--- src/rtl/sts_pkg.sv ---
package sts_pkg;

  localparam int DEF_LINE_WIDTH = 20;
  localparam int DEF_COL_WIDTH  = 16;
  localparam int OFFSET_WIDTH   = 24;
  localparam int LENGTH_WIDTH   = 16;
  localparam int VALUE_WIDTH    = 32;
  localparam int BYTE_WIDTH     = 8;
  localparam int KIND_WIDTH     = 5;
  localparam int QUEUE_DEPTH    = 4;

  localparam int KW_INT_LEN = 3;
  localparam int KW_RET_LEN = 6;

  localparam logic [7:0] CH_NUL        = 8'h00;
  localparam logic [7:0] CH_NEWLINE    = 8'h0A;
  localparam logic [7:0] CH_UNDERSCORE = 8'h5F;

  typedef enum logic [1:0] {
    MODE_IDLE   = 2'd0,
    MODE_WORD   = 2'd1,
    MODE_NUMBER = 2'd2
  } mode_t;

  typedef enum logic [1:0] {
    KW_NONE = 2'd0,
    KW_INT  = 2'd1,
    KW_RET  = 2'd2
  } kw_t;

  typedef enum logic [KIND_WIDTH-1:0] {
    KIND_END     = 5'd0,
    KIND_IDENT   = 5'd1,
    KIND_NUMBER  = 5'd2,
    KIND_INT     = 5'd3,
    KIND_RETURN  = 5'd4,
    KIND_ASSIGN  = 5'd5,
    KIND_PLUS    = 5'd6,
    KIND_MINUS   = 5'd7,
    KIND_STAR    = 5'd8,
    KIND_SLASH   = 5'd9,
    KIND_LPAREN  = 5'd10,
    KIND_RPAREN  = 5'd11,
    KIND_LBRACE  = 5'd12,
    KIND_RBRACE  = 5'd13,
    KIND_SEMI    = 5'd14,
    KIND_COMMA   = 5'd15,
    KIND_UNKNOWN = 5'd16
  } kind_t;

  // Write strobes for the result queue: the second word is only written
  // together with the first.
  typedef struct packed {
    logic first;
    logic second;
  } push_t;

  function automatic logic [7:0] kw_int_char(input logic [LENGTH_WIDTH-1:0] pos);
    logic [7:0] ch;
    unique case (pos)
      16'd0:   ch = "i";
      16'd1:   ch = "n";
      16'd2:   ch = "t";
      default: ch = CH_NUL;
    endcase
    return ch;
  endfunction

  function automatic logic [7:0] kw_ret_char(input logic [LENGTH_WIDTH-1:0] pos);
    logic [7:0] ch;
    unique case (pos)
      16'd0:   ch = "r";
      16'd1:   ch = "e";
      16'd2:   ch = "t";
      16'd3:   ch = "u";
      16'd4:   ch = "r";
      16'd5:   ch = "n";
      default: ch = CH_NUL;
    endcase
    return ch;
  endfunction

  function automatic kind_t punct_kind(input logic [7:0] c);
    kind_t k;
    unique case (c)
      "=":     k = KIND_ASSIGN;
      "+":     k = KIND_PLUS;
      "-":     k = KIND_MINUS;
      "*":     k = KIND_STAR;
      "/":     k = KIND_SLASH;
      "(":     k = KIND_LPAREN;
      ")":     k = KIND_RPAREN;
      "{":     k = KIND_LBRACE;
      "}":     k = KIND_RBRACE;
      ";":     k = KIND_SEMI;
      ",":     k = KIND_COMMA;
      CH_NUL:  k = KIND_END;
      default: k = KIND_UNKNOWN;
    endcase
    return k;
  endfunction

endpackage

--- src/rtl/sts_queue.sv ---
module sts_queue #(
  parameter int WIDTH = 8,
  parameter int DEPTH = sts_pkg::QUEUE_DEPTH
) (
  input  logic              clk,
  input  logic              rst,
  input  sts_pkg::push_t    push,
  input  logic [WIDTH-1:0]  wr_data0,
  input  logic [WIDTH-1:0]  wr_data1,
  output logic              room2,
  output logic              rd_valid,
  input  logic              rd_ready,
  output logic [WIDTH-1:0]  rd_data
);

  localparam int PTR_W = $clog2(DEPTH);
  localparam int CNT_W = $clog2(DEPTH + 1);

  logic [WIDTH-1:0] mem [DEPTH];
  logic [PTR_W-1:0] wr_ptr;
  logic [PTR_W-1:0] rd_ptr;
  logic [CNT_W-1:0] count;
  logic [CNT_W-1:0] count_next;
  logic [CNT_W-1:0] n_push;
  logic             pop;

  assign pop      = rd_valid && rd_ready;
  assign rd_valid = (count != '0);
  assign rd_data  = mem[rd_ptr];
  assign room2    = (count <= CNT_W'(DEPTH - 2));
  assign n_push   = CNT_W'(push.first) + CNT_W'(push.second);

  always_comb begin
    count_next = count + n_push - CNT_W'(pop);
  end

  always_ff @(posedge clk) begin
    if (rst) begin
      wr_ptr <= '0;
      rd_ptr <= '0;
      count  <= '0;
    end else begin
      wr_ptr <= wr_ptr + PTR_W'(n_push);
      rd_ptr <= rd_ptr + PTR_W'(pop);
      count  <= count_next;
    end
  end

  always_ff @(posedge clk) begin
    if (push.first) begin
      mem[wr_ptr] <= wr_data0;
    end
    if (push.second) begin
      mem[PTR_W'(wr_ptr + 1'b1)] <= wr_data1;
    end
  end

endmodule

--- src/rtl/source_token_scanner.sv ---
// Channel  Dir  Word                                   Sideband
// s        in   tdata: ch                              tlast: end of input
// m        out  tdata: line, col, offset, length,      tuser: kind
//                      value, overflow, unknown byte   tlast: last result of item
//
// One source byte is scanned in the cycle it is accepted; its tokens enter a
// four-word result queue at that edge. A punctuation byte or the end of input
// that closes a pending word or number yields two words, and input is taken
// only while the queue has room for two, so the sustained rate is one byte per
// cycle unless the output side drains slower.
// Reset (synchronous) empties the queue and returns to line 1, column 1.
module source_token_scanner #(
  parameter int LINE_WIDTH = sts_pkg::DEF_LINE_WIDTH,
  parameter int COL_WIDTH  = sts_pkg::DEF_COL_WIDTH
) (
  input  logic clk,
  input  logic rst,
  input  logic s_tvalid,
  output logic s_tready,
  input  logic [7:0] s_tdata,   // ch[7:0]
  input  logic s_tlast,
  output logic m_tvalid,
  input  logic m_tready,
  // line, col, offset[23:0], length[15:0], value[31:0], overflow, unknown byte[7:0]
  output logic [((LINE_WIDTH + COL_WIDTH + 81 + 7) / 8) * 8 - 1:0] m_tdata,
  output logic [sts_pkg::KIND_WIDTH-1:0] m_tuser, // kind[4:0]
  output logic m_tlast
);

  localparam int OW = sts_pkg::OFFSET_WIDTH;
  localparam int LENW = sts_pkg::LENGTH_WIDTH;
  localparam int VW = sts_pkg::VALUE_WIDTH;
  localparam int BW = sts_pkg::BYTE_WIDTH;
  localparam int KW = sts_pkg::KIND_WIDTH;
  localparam int DW = LINE_WIDTH + COL_WIDTH + OW + LENW + VW + 1 + BW;
  localparam int TDATA_W = ((DW + 7) / 8) * 8;
  localparam int EW = DW + KW + 1;

  sts_pkg::mode_t mode, mode_next;
  sts_pkg::kw_t   kw, kw_next;
  logic [LINE_WIDTH-1:0] cur_line, cur_line_next, tok_line, tok_line_next;
  logic [COL_WIDTH-1:0]  cur_col, cur_col_next, tok_col, tok_col_next;
  logic [OW-1:0]         cur_offset, cur_offset_next, tok_offset, tok_offset_next;
  logic [LENW-1:0]       tok_length, tok_length_next;
  logic [VW-1:0]         num_accum, num_accum_next;
  logic                  num_sat, num_sat_next;

  logic        accept;
  logic [7:0]  c;
  logic        is_alpha, is_digit, is_space, is_word;
  logic        extend;
  logic [VW+3:0] acc10;

  logic           a_valid, b_valid;
  sts_pkg::kind_t a_kind, b_kind;
  logic [LENW-1:0] b_len;
  logic [BW-1:0]   b_unk;
  logic [DW-1:0]   a_data, b_data;

  sts_pkg::push_t push;
  logic [EW-1:0]  wr_data0, wr_data1, q_data;
  logic           room2;

  assign accept = s_tvalid && s_tready;
  assign s_tready = room2;
  assign c = s_tdata;

  assign is_alpha = (c >= "A" && c <= "Z") || (c >= "a" && c <= "z");
  assign is_digit = (c >= "0" && c <= "9");
  assign is_space = (c == " ") || (c >= 8'd9 && c <= 8'd13);
  assign is_word  = is_alpha || is_digit || (c == sts_pkg::CH_UNDERSCORE);

  // acc * 10 + digit, with four spare bits to see the overflow.
  assign acc10 = {1'b0, num_accum, 3'b000} + {3'b000, num_accum, 1'b0}
               + {{VW{1'b0}}, c[3:0]};

  always_comb begin
    priority if (mode == sts_pkg::MODE_WORD && kw == sts_pkg::KW_INT
                 && tok_length == LENW'(sts_pkg::KW_INT_LEN)) begin
      a_kind = sts_pkg::KIND_INT;
    end else if (mode == sts_pkg::MODE_WORD && kw == sts_pkg::KW_RET
                 && tok_length == LENW'(sts_pkg::KW_RET_LEN)) begin
      a_kind = sts_pkg::KIND_RETURN;
    end else if (mode == sts_pkg::MODE_NUMBER) begin
      a_kind = sts_pkg::KIND_NUMBER;
    end else begin
      a_kind = sts_pkg::KIND_IDENT;
    end
  end

  always_comb begin
    mode_next       = mode;
    kw_next         = kw;
    cur_line_next   = cur_line;
    cur_col_next    = cur_col;
    cur_offset_next = cur_offset;
    tok_line_next   = tok_line;
    tok_col_next    = tok_col;
    tok_offset_next = tok_offset;
    tok_length_next = tok_length;
    num_accum_next  = num_accum;
    num_sat_next    = num_sat;
    a_valid = 1'b0;
    b_valid = 1'b0;
    b_kind  = sts_pkg::KIND_END;
    b_len   = '0;
    b_unk   = '0;
    extend  = (mode == sts_pkg::MODE_WORD && is_word)
           || (mode == sts_pkg::MODE_NUMBER && is_digit);

    if (s_tlast) begin
      a_valid   = (mode != sts_pkg::MODE_IDLE);
      b_valid   = 1'b1;
      mode_next = sts_pkg::MODE_IDLE;
    end else begin
      if (extend) begin
        if (mode == sts_pkg::MODE_WORD) begin
          if (kw == sts_pkg::KW_INT && (tok_length >= LENW'(sts_pkg::KW_INT_LEN)
              || c != sts_pkg::kw_int_char(tok_length))) begin
            kw_next = sts_pkg::KW_NONE;
          end
          if (kw == sts_pkg::KW_RET && (tok_length >= LENW'(sts_pkg::KW_RET_LEN)
              || c != sts_pkg::kw_ret_char(tok_length))) begin
            kw_next = sts_pkg::KW_NONE;
          end
        end else begin
          if (acc10[VW+3:VW] != '0) begin
            num_accum_next = '1;
            num_sat_next   = 1'b1;
          end else begin
            num_accum_next = acc10[VW-1:0];
          end
        end
        if (tok_length != '1) begin
          tok_length_next = tok_length + 1'b1;
        end
      end else begin
        a_valid   = (mode != sts_pkg::MODE_IDLE);
        mode_next = sts_pkg::MODE_IDLE;
        priority if (is_space) begin
          // Whitespace only moves the position.
        end else if (is_alpha || c == sts_pkg::CH_UNDERSCORE) begin
          mode_next       = sts_pkg::MODE_WORD;
          tok_line_next   = cur_line;
          tok_col_next    = cur_col;
          tok_offset_next = cur_offset;
          tok_length_next = LENW'(1);
          kw_next = (c == "i") ? sts_pkg::KW_INT :
                    (c == "r") ? sts_pkg::KW_RET : sts_pkg::KW_NONE;
        end else if (is_digit) begin
          mode_next       = sts_pkg::MODE_NUMBER;
          tok_line_next   = cur_line;
          tok_col_next    = cur_col;
          tok_offset_next = cur_offset;
          tok_length_next = LENW'(1);
          num_accum_next  = VW'(c[3:0]);
          num_sat_next    = 1'b0;
        end else begin
          b_valid = 1'b1;
          b_kind  = sts_pkg::punct_kind(c);
          b_len   = (b_kind == sts_pkg::KIND_END) ? LENW'(0) : LENW'(1);
          b_unk   = (b_kind == sts_pkg::KIND_UNKNOWN) ? c : '0;
        end
      end

      if (cur_offset != '1) begin
        cur_offset_next = cur_offset + 1'b1;
      end
      if (c == sts_pkg::CH_NEWLINE) begin
        if (cur_line != '1) begin
          cur_line_next = cur_line + 1'b1;
        end
        cur_col_next = COL_WIDTH'(1);
      end else if (cur_col != '1) begin
        cur_col_next = cur_col + 1'b1;
      end
    end
  end

  // The pending token is reported from its saved start; the byte's own token
  // from the position before this byte.
  assign a_data = {{BW{1'b0}},
                   (mode == sts_pkg::MODE_NUMBER) ? num_sat : 1'b0,
                   (mode == sts_pkg::MODE_NUMBER) ? num_accum : {VW{1'b0}},
                   tok_length, tok_offset, tok_col, tok_line};
  assign b_data = {b_unk, 1'b0, {VW{1'b0}}, b_len, cur_offset, cur_col, cur_line};

  assign push.first  = accept && (a_valid || b_valid);
  assign push.second = accept && a_valid && b_valid;
  assign wr_data0 = a_valid ? {~b_valid, a_kind, a_data} : {1'b1, b_kind, b_data};
  assign wr_data1 = {1'b1, b_kind, b_data};

  always_ff @(posedge clk) begin
    if (rst) begin
      mode       <= sts_pkg::MODE_IDLE;
      kw         <= sts_pkg::KW_NONE;
      cur_line   <= LINE_WIDTH'(1);
      cur_col    <= COL_WIDTH'(1);
      cur_offset <= '0;
      tok_line   <= LINE_WIDTH'(1);
      tok_col    <= COL_WIDTH'(1);
      tok_offset <= '0;
      tok_length <= '0;
      num_accum  <= '0;
      num_sat    <= 1'b0;
    end else if (accept) begin
      mode       <= mode_next;
      kw         <= kw_next;
      cur_line   <= cur_line_next;
      cur_col    <= cur_col_next;
      cur_offset <= cur_offset_next;
      tok_line   <= tok_line_next;
      tok_col    <= tok_col_next;
      tok_offset <= tok_offset_next;
      tok_length <= tok_length_next;
      num_accum  <= num_accum_next;
      num_sat    <= num_sat_next;
    end
  end

  sts_queue #(
    .WIDTH (EW),
    .DEPTH (sts_pkg::QUEUE_DEPTH)
  ) u_queue (
    .clk      (clk),
    .rst      (rst),
    .push     (push),
    .wr_data0 (wr_data0),
    .wr_data1 (wr_data1),
    .room2    (room2),
    .rd_valid (m_tvalid),
    .rd_ready (m_tready),
    .rd_data  (q_data)
  );

  assign m_tdata = TDATA_W'(q_data[DW-1:0]);
  assign m_tuser = q_data[DW +: KW];
  assign m_tlast = q_data[EW-1];

endmodule

--- config.mk ---
export PLATFORM = sky130hd
export DESIGN_NAME = source_token_scanner
export DESIGN_NICKNAME = d
export VERILOG_FILES = /design/src/rtl/sts_pkg.sv /design/src/rtl/sts_queue.sv /design/src/rtl/source_token_scanner.sv
export SDC_FILE = /design/constraint.sdc
export NUM_CORES = 1
export LEC_CHECK = 0
export BUFFER_PORTS_ARGS = -buffer_cell sky130_fd_sc_hd__buf_4
export CORE_MARGIN = 2
export CORE_UTILIZATION = 40
export DETAILED_ROUTE_END_ITERATION = 6
export GPL_ROUTABILITY_DRIVEN = 0
export GPL_TIMING_DRIVEN = 0
export PLACE_DENSITY = 0.61
export SLEW_MARGIN = 10
export SYNTH_ARGS = -nofsm -noshare
export SYNTH_HDL_FRONTEND = slang
export SYNTH_SLANG_ARGS = --single-unit
--- constraint.sdc ---
create_clock -name clk -period 6.6 [get_ports clk]
set_input_delay 0.66 -clock clk [delete_from_list [all_inputs] [get_ports clk]]
set_output_delay 0.66 -clock clk [all_outputs]
set_load 0.05 [all_outputs]
==> results.md <==
* CTS Buffer Depth at 3
* Status: finished clean
* RSZ-0062 raised after global routing: no
* Critical path class: reg -> out
* Yosys top cell area share at 28.02%
* DIE HEIGHT at 285.6 µm
* Total grt overflow at 0
* CTS tree: done
* FILL cells at 7326
* Post-DRT Antenna Nets at 0
* Largest net degree at the start of global routing at 48
* Post-Syn Area at 0.03172 mm²
* First-pass GRT wire length at 142700 µm
* WP data required at 5.94 ns
* DR WL/cell at 22.40 µm
* Async SR Flop Fraction at 0%
* Synthesized flop and latch total at 672
* All-Layer GR Usage at 22.68%
* Reg area at 0.01642 mm²
* Slowest-stage cell, CP: buf_1
* Area Growth Syn to Fin at 15.10%
* Routed vias at 24190
* Row Count at 103
* H-Tree Depth at 3
* Syn avg cell area at 11.06 µm²
* Setup TNS at 0 ns
* Pre-antenna DRT Iters at 5
* Total wire length at 93850 µm
* Cts-stage hold buffer count at 0
* Post-place setup slack at 1.960 ns
* Clk pin slew, worst setup/hold paths at 0.06 ns
* Multi-input logic area at 0.01399 mm²
* Crit-path cells: clkbuf_1, buf_1, buf_1, mux4_2, buf_4
* FMAX at 0.2167 GHz
* Layout Skew at 0.02821 ns
* Cells after Synth at 2868
* Area leader, netlist: edfxtp_1
* Final Setup Violations at 0
* YS warnings at 0
* Period minus WS final at 4.615 ns
* Leakage at 0.01287 µW
* Pwr Density at 316.2 mW/mm²
* Std-Cell Core Area at 0.07874 mm²
* Starting DRT DRC Count at 1771
* Fin area at 0.03651 mm²
* Top cells by count, synth: 376 x dfxtp_1, 296 x edfxtp_1, 292 x a22o_1, 257 x nand2_1, 180 x nand3_1
* Max Fanout on Critical Path at 10
* Final WS setup at 1.985 ns
* Post-DP Area at 0.03414 mm²
* VDD IR max at 0.2172 mV
* CP endpoint kind: primary output
* Die width at 285.6 µm
* Number of max-cap violations at 0
* # DRC at 0
* Die Area at 0.08157 mm²
* Final Core Density at 46.37%
* Slowest stage delay, CP at 0.94 ns
* Tcrit/Tclk final at 69.92%
* Initial antenna violation count at 4
* Ys flop type: dfxtp_1
* EDFF count, synth at 296
* Net count, final at 3173
* Sequential fraction of the synthesis area at 51.75%
* Worst skew pair latency at 0.63 ns
* Crit path DAT at 3.95 ns
* CP bufs+invs at 4
* Fin. Hold Viols at 0
* Clock sinks at 672
* Buffers on Ports at 133
* Fin. max-slew vios at 0
* Share of layout cells above drive strength 1 at 15.72%
* Vias/cell at 5.774
* Max-slew headroom at 20.74%
* CP top delay family: buffers and inverters
* Synth cell types at 92
* Total CTS buffers at 72
* Count leader, synth: dfxtp_1
* Starting Density at 40.28%
* Synth top area cells: edfxtp_1 28%, dfxtp_1 24%, mux4_2 8.7%, a22o_1 8.1%, nand2_1 3.0%
* Detailed placement HPWL at 64630 µm
* CTS root buffer: clkbuf_16
* Post-CTS Setup Inserts at 0
* Startpoint Class: flop
* Worst Hold Class: in -> reg
* Slew @ Worst Pin at 1.189 ns
* Most used cell, CP: buf_1
* I/O Pins at 141
* PostCTS Resize Cnt at 0
* Vias in the first global route at 23380
==> area by class of cell <==
cell class	count	area share [%]
diodes	3	0.02056
plain buffers	271	3.218
clock buffers	95	5.617
clock inverters	34	0.8396
inverters	39	0.4284
multi-input cells	1888	38.32
flip-flops and latches	672	44.96
well taps	1050	3.598
repair buffers	137	2.995
==> worst register-to-register path, delay by kind of cell (launching register included) <==
family | cells | cell delay [ns]
adder cells (fa/ha/maj) | 2 | 0.99
multiplexers | 1 | 0.25
flip-flops | 1 | 0.43
AO/OA/AOI/OAI | 7 | 2.23
buffers and inverters | 1 | 0.24
==> power by group <==
group	switching (µW)	leakage [µW]	total, µW	internal (µW)
clock	1730	0.00117	4060	2330
combinational	1980	0.00575	2870	889
sequential	59.0	0.00595	4620	4560
total	3770	0.0129	11500	7780
==> worst paths after layout <==
check	start	end	slack, ns	cells after the start
setup reg to reg	num_accum[0]	num_accum[17]	2.34	11
hold / removal	s_tdata[1]	num_accum[1]	0.43	3
setup / recovery	u_queue.rd_ptr[0]	m_tdata[60]	1.99	5
hold reg to reg	u_queue.mem[2][103]	u_queue.mem[2][103]	0.46	2
==> layout by cell type, fill, tap and decap left out, drive strengths merged, types with 15 or more instances in the layout <==
master and count:
xnor2 39, o211ai 17, o21ai 218, a22o 292
a21oi 131, mux4 123, nand3 180, and3 17
nor3 55, buf 247, ha 76, clkinv 24
nor4 15, nor2 164, edfxtp 296, inv 45
xor2 53, clkbuf 256, nand4 32, or3 20
nand2 262, dfxtp 376
==> flip-flops by register name, summed over array words and instances, names as in the netlist <==
signal and count:
num_sat 1, u_queue.rd_ptr 2, mode 2, u_queue.mem 492, tok_col 16, u_queue.count 3, kw 2, cur_line 20
cur_col 16, tok_line 20, tok_offset 24, cur_offset 24, num_accum 32, u_queue.wr_ptr 2, tok_length 16
==> through the flow <==
stage	std cells	hold WS [ns]	power, µW
after floorplan	2870	0.4354	6672
after global placement	4053	0.4445	7610
after detailed placement	4057	0.4497	7617
after CTS	4186	0.4120	11640
after global routing	4188	0.4383	11910
final	4189	0.4334	11540
==> cell families after synthesis <==
family                     count (synthesis)  share of synthesized area [%]
buffers and inverters                    310                          4.165
AOI/OAI and AO/OA                        786                          17.66
other                                      1                        0.01182
adders and majority gates                 79                          3.187
muxes                                    130                          8.958
xor gates and xnor gates                  92                          2.540
DFF                                      672                          51.75
and+or+nand+nor                          798                          11.73
==> routing by layer <==
metal	share of wire (%)	wire (µm)	vias up	global-route usage, %
met5	0.014	13	-	0
met4	2.6	2465	2	7.251
met3	6.1	5755	149	3.293
met2	50	46550	826	38.87
met1	42	39060	11950	29.56
li1	-	-	11270	-
(Power assumes the default switching activity.)
